--- config.mk ---
export PLATFORM = sky130hd
export DESIGN_NAME = sbp_frame_parser_crc
export DESIGN_NICKNAME = d
export VERILOG_FILES = /design/src/sbp_pkg.sv /design/src/sbp_frame_parser_crc.sv
export SDC_FILE = /design/constraint.sdc
export NUM_CORES = 1
export LEC_CHECK = 0
export BUFFER_PORTS_ARGS = -buffer_cell sky130_fd_sc_hd__buf_2
export CORE_ASPECT_RATIO = 0.5
export CORE_UTILIZATION = 26
export CTS_CLUSTER_DIAMETER = 50
export DETAILED_ROUTE_END_ITERATION = 16
export GPL_ROUTABILITY_DRIVEN = 0
export HOLD_SLACK_MARGIN = 0.12
export SLEW_MARGIN = 20
export SYNTH_ARGS = -nofsm -noshare
export SYNTH_HDL_FRONTEND = slang
export SYNTH_SLANG_ARGS = --single-unit
export TNS_END_PERCENT = 1
--- constraint.sdc ---
create_clock -name aclk -period 8.4 [get_ports aclk]
set_input_delay 1.68 -clock aclk [delete_from_list [all_inputs] [get_ports aclk]]
set_output_delay 1.68 -clock aclk [all_outputs]
set_load 0.05 [all_outputs]
--- src/sbp_pkg.sv ---
// package for the frame parser with crc-16 check
// holds the parser phase type, result kinds, register indexes and the crc byte update
// no dependencies
`default_nettype none

package sbp_pkg;

    typedef enum logic [2:0] {
        PH_WAIT   = 3'd0,
        PH_TYPE   = 3'd1,
        PH_SENDER = 3'd2,
        PH_LEN    = 3'd3,
        PH_MSG    = 3'd4,
        PH_CRC    = 3'd5
    } phase_t;

    localparam logic KIND_PAYLOAD = 1'b0;
    localparam logic KIND_END     = 1'b1;

    // register index is the word address bit above the byte offset
    localparam logic REG_PREAMBLE = 1'b0;
    localparam logic REG_SEED     = 1'b1;

    localparam logic [7:0]  PREAMBLE_RESET = 8'h55;
    localparam logic [15:0] SEED_RESET     = 16'h0000;
    localparam logic [15:0] CRC_POLY       = 16'h1021;

    // crc-16 ccitt, msb first, one byte per call
    function automatic logic [15:0] crc_byte(input logic [15:0] crc, input logic [7:0] b);
        logic [15:0] c;
        c = crc ^ {b, 8'h00};
        for (int i = 0; i < 8; i++) begin
            if (c[15]) begin
                c = {c[14:0], 1'b0} ^ CRC_POLY;
            end else begin
                c = {c[14:0], 1'b0};
            end
        end
        return c;
    endfunction

endpackage

`default_nettype wire

--- src/sbp_frame_parser_crc.sv ---
// frame parser with crc-16 check: input byte register, parser state machine, result register
// depends on sbp_pkg for the phase type, crc update and register indexes
//
//  channel  | direction | payload                                          | handshake
//  s_       | in        | rx_byte                                          | s_valid / s_ready
//  m_       | out       | kind, payload_byte, byte_index, frame_type,      | m_valid / m_ready
//           |           | source_id, msg_len, crc_ok, error_count          |
//  apb      | in/out    | preamble_value (0x0), crc_seed (0x4)             | psel / penable
//
// one item per cycle while the result register is not stalled: an item goes into the input
// register, the parser and the byte-wide crc update run between it and the result register,
// and the result register loads from them once it is free; m_valid rises only on emitted items
// reset (aresetn low, synchronous) empties both registers and returns to preamble hunt
// a stalled result register holds the input register; s_ready drops only when both are full
`default_nettype none

module sbp_frame_parser_crc
    import sbp_pkg::*;
(
    input  wire logic        aclk,
    input  wire logic        aresetn,

    input  wire logic        s_valid,
    output logic             s_ready,
    input  wire logic [7:0]  s_rx_byte,

    output logic             m_valid,
    input  wire logic        m_ready,
    output logic             m_kind,
    output logic [7:0]       m_payload_byte,
    output logic [7:0]       m_byte_index,
    output logic [15:0]      m_frame_type,
    output logic [15:0]      m_source_id,
    output logic [7:0]       m_msg_len,
    output logic             m_crc_ok,
    output logic [31:0]      m_error_count,

    input  wire logic        psel,
    input  wire logic        penable,
    input  wire logic        pwrite,
    input  wire logic [2:0]  paddr,
    input  wire logic [31:0] pwdata,
    output logic [31:0]      prdata,
    output logic             pready
);

    // configuration
    logic [7:0]  preamble_reg;
    logic [15:0] seed_reg;

    // input register
    logic        in_valid_reg;
    logic [7:0]  in_byte_reg;

    // parser state
    phase_t      phase_reg, phase_next;
    logic [7:0]  count_reg, count_next;
    logic [15:0] type_reg, type_next;
    logic [15:0] sender_reg, sender_next;
    logic [7:0]  len_reg, len_next;
    logic [15:0] crc_reg, crc_next;
    logic [7:0]  crc_low_reg, crc_low_next;
    logic [31:0] fail_count_reg, fail_count_next;

    // result register
    logic        out_valid_reg;
    logic        out_kind_reg;
    logic [7:0]  out_byte_reg;
    logic [7:0]  out_index_reg;
    logic [15:0] out_type_reg;
    logic [15:0] out_sender_reg;
    logic [7:0]  out_len_reg;
    logic        out_ok_reg;
    logic [31:0] out_errors_reg;

    logic        out_free;
    logic        advance;
    logic        emit;
    logic        emit_kind;
    logic [7:0]  emit_byte;
    logic [7:0]  emit_index;
    logic        emit_ok;
    logic [15:0] crc_upd;
    logic [15:0] rx_crc;
    logic        last_payload;

    assign out_free = !out_valid_reg || m_ready;
    assign advance  = in_valid_reg && out_free;
    assign s_ready  = !in_valid_reg || out_free;

    assign crc_upd      = crc_byte(crc_reg, in_byte_reg);
    assign rx_crc       = {in_byte_reg, crc_low_reg};
    assign last_payload = ({1'b0, count_reg} + 9'd1) >= {1'b0, len_reg};

    // apb port
    assign pready = 1'b1;

    always_ff @(posedge aclk) begin
        if (!aresetn) begin
            preamble_reg <= PREAMBLE_RESET;
            seed_reg     <= SEED_RESET;
        end else if (psel && penable && pwrite) begin
            unique case (paddr[2])
                REG_PREAMBLE: preamble_reg <= pwdata[7:0];
                REG_SEED:     seed_reg     <= pwdata[15:0];
                default:      ;
            endcase
        end
    end

    always_comb begin
        unique case (paddr[2])
            REG_PREAMBLE: prdata = {24'd0, preamble_reg};
            REG_SEED:     prdata = {16'd0, seed_reg};
            default:      prdata = 32'd0;
        endcase
    end

    // input register
    always_ff @(posedge aclk) begin
        if (!aresetn) begin
            in_valid_reg <= 1'b0;
        end else if (s_ready) begin
            in_valid_reg <= s_valid;
        end
    end

    always_ff @(posedge aclk) begin
        if (s_ready && s_valid) begin
            in_byte_reg <= s_rx_byte;
        end
    end

    // parser state register
    always_ff @(posedge aclk) begin
        if (!aresetn) begin
            phase_reg      <= PH_WAIT;
            count_reg      <= 8'd0;
            type_reg       <= 16'd0;
            sender_reg     <= 16'd0;
            len_reg        <= 8'd0;
            crc_reg        <= 16'd0;
            crc_low_reg    <= 8'd0;
            fail_count_reg <= 32'd0;
        end else if (advance) begin
            phase_reg      <= phase_next;
            count_reg      <= count_next;
            type_reg       <= type_next;
            sender_reg     <= sender_next;
            len_reg        <= len_next;
            crc_reg        <= crc_next;
            crc_low_reg    <= crc_low_next;
            fail_count_reg <= fail_count_next;
        end
    end

    always_comb begin
        phase_next      = phase_reg;
        count_next      = count_reg;
        type_next       = type_reg;
        sender_next     = sender_reg;
        len_next        = len_reg;
        crc_next        = crc_reg;
        crc_low_next    = crc_low_reg;
        fail_count_next = fail_count_reg;
        emit            = 1'b0;
        emit_kind       = KIND_PAYLOAD;
        emit_byte       = 8'd0;
        emit_index      = 8'd0;
        emit_ok         = 1'b0;

        unique case (phase_reg)
            PH_WAIT: begin
                if (in_byte_reg == preamble_reg) begin
                    count_next = 8'd0;
                    crc_next   = seed_reg;
                    phase_next = PH_TYPE;
                end
            end
            PH_TYPE: begin
                crc_next = crc_upd;
                if (count_reg == 8'd0) begin
                    type_next  = {type_reg[15:8], in_byte_reg};
                    count_next = 8'd1;
                end else begin
                    type_next  = {in_byte_reg, type_reg[7:0]};
                    count_next = 8'd0;
                    phase_next = PH_SENDER;
                end
            end
            PH_SENDER: begin
                crc_next = crc_upd;
                if (count_reg == 8'd0) begin
                    sender_next = {sender_reg[15:8], in_byte_reg};
                    count_next  = 8'd1;
                end else begin
                    sender_next = {in_byte_reg, sender_reg[7:0]};
                    count_next  = 8'd0;
                    phase_next  = PH_LEN;
                end
            end
            PH_LEN: begin
                crc_next   = crc_upd;
                len_next   = in_byte_reg;
                count_next = 8'd0;
                // empty payload goes straight to the crc bytes
                phase_next = (in_byte_reg == 8'd0) ? PH_CRC : PH_MSG;
            end
            PH_MSG: begin
                crc_next   = crc_upd;
                emit       = 1'b1;
                emit_kind  = KIND_PAYLOAD;
                emit_byte  = in_byte_reg;
                emit_index = count_reg;
                if (last_payload) begin
                    count_next = 8'd0;
                    phase_next = PH_CRC;
                end else begin
                    count_next = count_reg + 8'd1;
                end
            end
            PH_CRC: begin
                if (count_reg == 8'd0) begin
                    crc_low_next = in_byte_reg;
                    count_next   = 8'd1;
                end else begin
                    count_next = 8'd0;
                    phase_next = PH_WAIT;
                    emit       = 1'b1;
                    emit_kind  = KIND_END;
                    emit_ok    = (rx_crc == crc_reg);
                    if (rx_crc != crc_reg) begin
                        fail_count_next = fail_count_reg + 32'd1;
                    end
                end
            end
            default: begin
                phase_next = PH_WAIT;
                count_next = 8'd0;
            end
        endcase
    end

    // result register
    always_ff @(posedge aclk) begin
        if (!aresetn) begin
            out_valid_reg <= 1'b0;
        end else if (out_free) begin
            out_valid_reg <= advance && emit;
        end
    end

    always_ff @(posedge aclk) begin
        if (advance && emit) begin
            out_kind_reg   <= emit_kind;
            out_byte_reg   <= emit_byte;
            out_index_reg  <= emit_index;
            out_type_reg   <= type_next;
            out_sender_reg <= sender_next;
            out_len_reg    <= len_next;
            out_ok_reg     <= emit_ok;
            out_errors_reg <= fail_count_next;
        end
    end

    assign m_valid        = out_valid_reg;
    assign m_kind         = out_kind_reg;
    assign m_payload_byte = out_byte_reg;
    assign m_byte_index   = out_index_reg;
    assign m_frame_type   = out_type_reg;
    assign m_source_id    = out_sender_reg;
    assign m_msg_len      = out_len_reg;
    assign m_crc_ok       = out_ok_reg;
    assign m_error_count  = out_errors_reg;

`ifndef SYNTHESIS
    // a payload item always lies inside the frame length
    a_index_in_range: assert property (@(posedge aclk) disable iff (!aresetn)
        (out_valid_reg && out_kind_reg == KIND_PAYLOAD) |-> (out_index_reg < out_len_reg))
        else $error("payload index not below frame length");

    // hunting for the preamble starts with a cleared byte count
    a_wait_count_clear: assert property (@(posedge aclk) disable iff (!aresetn)
        (phase_reg == PH_WAIT) |-> (count_reg == 8'd0))
        else $error("byte count not clear while hunting");

    // the failure count only ever steps by one, on a failed frame end
    a_fail_step: assert property (@(posedge aclk) disable iff (!aresetn)
        ($past(aresetn) && fail_count_reg != $past(fail_count_reg))
            |-> (fail_count_reg == $past(fail_count_reg) + 32'd1
                 && $past(phase_reg) == PH_CRC && $past(advance)))
        else $error("failure count changed outside a failed frame end");
`endif

endmodule

`default_nettype wire
==> results of run 1 <==
power groups by stage:
stage / Clock (uW) / Sequential, uW / Combinational (uW)
CTS: 1260 / 1190 / 109
global placement: 0 / 1220 / 108
global route: 1300 / 1190 / 117
detailed placement: 0 / 1220 / 108
floorplan: 0 / 1200 / 91.4
finish: 1230 / 1190 / 108
kinds of logic after synthesis:
logic type               share of synthesized area
adder cells (fa/ha/maj)                    0.01311
AO/OA/AOI/OAI                               0.1028
buffers and inverters                      0.04435
multiplexers                               0.05722
other                                    0.0007156
AND/OR/NAND/NOR                             0.1760
XOR/XNOR                                   0.07177
flip-flops                                  0.5341
layout make-up:
type,count,area (sq um)
fill,4080,26780
clock buffer,31,690.7
clock inverter,19,232.7
multi-input combinational,729,4489
tap,530,663.1
inverter,16,61.31
sequential,231,5605
timing repair buffer,151,785.8
critical path, delay by kind of cell:
kind,cells,cell delay [ns]
buf+inv,2,0.57
mux,1,0.41
cell usage after synthesis, drive strengths merged, types with 27 or more instances:
cell / number
nand2: 165
dfxtp: 133
edfxtp: 98
a21oi: 84
clkbuf: 58
xor2: 50
mux2: 48
nor2: 44
nand3: 41
o21ai: 38
xnor2: 36
and2: 28
buf: 27
per-stage QoR:
step / setup WS, ns / power (uW)
5_1_grt: 3.985 / 2615
3_5_place_dp: 4.027 / 1325
6_report: 4.058 / 2525
2_1_floorplan: 3.645 / 1293
4_1_cts: 4.025 / 2559
3_3_place_gp: 4.027 / 1325
routing by layer:
layer / vias up / track usage
li1: 3891 / -
met1: 3696 / 0.1536
met2: 128 / 0.2086
met3: 44 / 0.02192
met4: 0 / 0.03631
met5: - / 0
placed cells by master, fill, tap and decap left out, drive strengths merged, types with 4 or more instances in the layout:
| master | instances |
|---|---|
| a211oi | 8 |
| a21oi | 84 |
| a22o | 7 |
| a31oi | 6 |
| and2 | 28 |
| and3 | 4 |
| buf | 151 |
| bufinv | 4 |
| clkbuf | 31 |
| clkinv | 9 |
| conb | 17 |
| dfxtp | 133 |
| edfxtp | 98 |
| ha | 11 |
| inv | 20 |
| mux2 | 48 |
| mux2i | 6 |
| nand2 | 165 |
| nand2b | 15 |
| nand3 | 41 |
| nand4 | 16 |
| nor2 | 44 |
| nor2b | 4 |
| nor3 | 16 |
| nor4 | 14 |
| o211ai | 10 |
| o21ai | 38 |
| o311ai | 4 |
| o31ai | 10 |
| o41ai | 5 |
| or3 | 11 |
| or4 | 9 |
| xnor2 | 36 |
| xor2 | 50 |
path summary, 6_finish.rpt:
kind                     start                  to  slack [ns]  cells past startpoint
setup / recovery      paddr[2]           prdata[7]        4.06                      3
hold / removal    type_reg[11]        type_reg[11]        0.45                      2
setup reg to reg  count_reg[0]  fail_count_reg[24]        4.63                      9
hold reg to reg   type_reg[11]        type_reg[11]        0.45                      2
==> flow_summary.toml, run 1 <==
[status]
status = "completed"

[power]
ir_worst_vdd_mv = 0.1293
p_seq_frac = 0.472
swShare = 0.2372
powerDensity_mw_per_mm2 = 201.5
clock_power_share = 0.485
p_leak_uw = 0.004357
p_comb_frac = 0.043
p_int_uw = 1926
p_switching_uw = 598.8

[floorplanning]
dieHeight_microns = 144.1
initial_core_util = 0.2670
die_w_microns = 286.1
rows = 51
ios = 175
design.die.area_sq_mm = 0.04122
core_area_sq_mm = 0.03931

[placed_design]
dp_cells = 1657
dpl_cell_area_sq_mm = 0.01160
dp.final_hpwl_microns = 17120
numPortBuffers = 139

[clock_network]
cts.clk_slew.worst_paths_ns = 0.05
cts_resized = 0
cts_made_buffers = 27
postCtsHoldBufs = 0
cts_buffer_depth = 3
insertion_delay_ns = 0.57
postCtsSetupBuffers = 0
cts_tree = "built"
cts_root_buf = "clkbuf_16"
htree_levels = 1
clock-sinks = 231

[synth]
synth_area_sq_mm = 0.01050
synth_edf_count = 98
synthArstFlopShare = 0
synthDistinctLibCells = 54
syn-instance-count = 1046
synth_ff_type = "dfxtp_1"
synth.ff_latch_count = 231
ys.warnings.count = 0
synth_top_cell_area_share = 0.2804
ys_seq_area_frac = 0.5341
yosys-top-cells-area = "edfxtp_1 28%, dfxtp_1 25%, nand2_1 5.9%"
synth.avg_cell_area_sq_um = 10.03
yosysTopAreaCell = "edfxtp_1"

[timing]
worst_pin_slew_ns = 0.9489
finalCritPeriodShare = 0.5169
tns_ns = 0
hold_viol = 0
rsz0062_at_grt = "no"
whs_ns = 0.4528
min_period_ns = 4.342
setup_violations = 0
fmax_mhz = 230.3
slew_headroom = 0.3656
slew_violations = 0
clock_skew_ns = 0.03534

[global_routing]
grt_antenna_before_repair = 0
grt_usage = 0.1207
overflow = 0
grt_start_max_net_pins = 60
grt_pass1_wl_microns = 39300
grt_pass1_vias = 6981

[route]
vias = 7759
drtIter0Drc = 454
met3_wirelength_microns = 1079
drt-wirelength-per-cell_microns = 15.12
drtPass1Iterations = 4
drc = 0
routed.top_layer = "met4"
drt-met1-wl_microns = 11550
wl_met2_microns = 12570
postRouteAntennaNets = 0
routed_wl_microns = 25810
vias_per_cell = 4.545

[critical_path]
critPathSlowestCell = "mux2_2"
crit_chain = "buf_2 > mux2_2 > buf_2"
cp_data_arrival_time_ns = 2.66
cp_max_fo = 19
crit_type = "primary input to output pin"
cp_common_cell = "buf_2"
end_kind = "output pin"
max_stage_delay_ns = 0.41
critPathRequiredTime_ns = 6.72
crit_path_start_kind = "primary input"

[layout]
post-route-util = 0.3187
antenna_cells = 0
final_area_sq_mm = 0.01253
area_delta_synth_final_pct = 19.37
stdcell_count = 1707
drive_gt1_frac = 0.2209
nets = 1217

[run]
maxCapViolations = 0

[hold_path]
hold_class = "flip-flop to flip-flop"
No activity file was read; power rests on OpenSTA's default activity.
==> run 2: changes to the inputs <==
==> constraint.sdc (replaced) <==
create_clock -name aclk -period 4.3 [get_ports aclk]
set_input_delay 0.86 -clock aclk [delete_from_list [all_inputs] [get_ports aclk]]
set_output_delay 0.86 -clock aclk [all_outputs]
set_load 0.05 [all_outputs]
==> flow_summary.toml, run 2 (synthesis results as in run 1) <==
[status]
status = "completed"

[route]
drtPass1Iterations = 4
routed_wl_microns = 26730
drtIter0Drc = 329
vias = 7785
postRouteAntennaNets = 0
vias_per_cell = 4.526
drt-wirelength-per-cell_microns = 15.54
drc = 0

[timing]
slew_violations = 0
rsz0062_at_grt = "no"
setup_slack_ns = 0.9920
whs_ns = 0.4528
tns_ns = 0
finalCritPeriodShare = 0.7693
clock_skew_ns = 0.01433
setup_violations = 0
worst_pin_slew_ns = 1.106
fmax_mhz = 302.3
slew_headroom = 0.2558
hold_viol = 0
min_period_ns = 3.308

[critical_path]
r2r-end = "count_reg[5]"
r2r-start = "count_reg[0]"
worst_r2r_path_depth = 11
critPathRequiredTime_ns = 4.80
end_kind = "flip-flop"
crit_path_start_kind = "flip-flop"
cp_max_fo = 7
crit_type = "flip-flop to flip-flop"
r2r_setup_slack_ns = 0.99
cp_data_arrival_time_ns = 3.81

[placed_design]
numPortBuffers = 139
pre_cts_ws_ns = 0.9693
dp.final_hpwl_microns = 17960
dpl_cell_area_sq_mm = 0.01170
dp_cells = 1668

[clock_network]
cts_tree = "built"
cts.clk_slew.worst_paths_ns = 0.06
htree_levels = 1
postCtsHoldBufs = 0
cts_resized = 0
insertion_delay_ns = 0.56
postCtsSetupBuffers = 0
cts_made_buffers = 28
clock-sinks = 231
cts_buffer_depth = 3
cts_root_buf = "clkbuf_16"

[layout]
drive_gt1_frac = 0.2252
antenna_cells = 0
area_delta_synth_final_pct = 20.26
layout_commonest_cell = "nand2_1"
final_cell_mix = "164 x nand2_1, 139 x buf_2, 133 x dfxtp_1, 98 x edfxtp_1, 84 x a21oi_1"
nets = 1229
final_area_sq_mm = 0.01262
stdcell_count = 1720

[floorplanning]
rows = 51
dieHeight_microns = 144.1
die_w_microns = 286.1
core_area_sq_mm = 0.03931
ios = 175
design.die.area_sq_mm = 0.04122
initial_core_util = 0.2670

[global_routing]
grt_pass1_vias = 7302
grt_antenna_before_repair = 0
grt_pass1_wl_microns = 40860
grt_start_max_net_pins = 53
grt_usage = 0.1249
overflow = 0

[power]
p_leak_uw = 0.004409
powerDensity_mw_per_mm2 = 386.9
ir_worst_vdd_mv = 0.2620

[hold_path]
whs_endpoint = "type_reg[10]"
hold-path-cell-count = 2
hold_class = "flip-flop to flip-flop"
min_from = "type_reg[10]"

[run]
maxCapViolations = 0
## run 2: cell count changes in the layout (fill, tap and decap cells not counted), moves of 2 or more
cell	before	now
inv_6	1	3
buf_4	12	21
clkinv_1	4	8
buf_12	0	2
bufinv_16	4	2
clkinv_2	5	3
## run 2: per-stage QoR
step	power [uW]	util
3_3_place_gp	2595	0.2977
3_5_place_dp	2595	0.2977
2_1_floorplan	2526	-
4_1_cts	4948	0.3211
6_report	4883	0.3211
5_1_grt	5061	0.3211
## run 2: critical path: stages, from the launching register on
cell,delay (ns)
dfxtp_1,0.45
and3_1,0.19
nand3_1,0.11
or2_2,0.33
xnor2_1,0.22
ha_1,0.29
a21oi_1,0.15
o211ai_1,0.10
a31oi_1,0.17
o41ai_1,0.14
nor4_1,0.85
a22o_1,0.27
## run 2: worst max path at each step
stage | slack [ns] | start | to | depth (start not counted)
after global placement | 1.00 | count_reg[0] | count_reg[2] | 11
after floorplan | 0.36 | m_ready | m_byte_index[0] | 6
after CTS | 0.94 | count_reg[0] | count_reg[6] | 11
final | 0.99 | count_reg[0] | count_reg[5] | 11
after detailed placement | 0.97 | count_reg[0] | count_reg[6] | 11
after global routing | 0.71 | count_reg[0] | count_reg[5] | 11
## run 2: where the power goes
part	internal [uW]	switching, uW	total [uW]
sequential	2290	21.2	2310
clock	1340	998	2340
combinational	65.6	172	237
total	3690	1190	4880
## run 2: area by class of cell
| class | instances | area, sq um |
|---|---|---|
| clock buffers | 31 | 711.9 |
| clock inverters | 21 | 205.2 |
| fillers | 4088 | 26690 |
| inverters | 16 | 61.31 |
| multi-input cells | 729 | 4481 |
| flip-flops and latches | 231 | 5605 |
| well taps | 530 | 663.1 |
| repair buffers | 162 | 893.4 |
## run 2: layer usage
metal | vias up | wire (microns) | part of all wire | global-route usage
met5 | - | 0 | 0 | 0
met4 | 0 | 534 | 0.020 | 0.03293
met3 | 41 | 918 | 0.034 | 0.02129
met2 | 117 | 12930 | 0.48 | 0.2169
met1 | 3734 | 12350 | 0.46 | 0.1609
li1 | 3893 | - | - | -
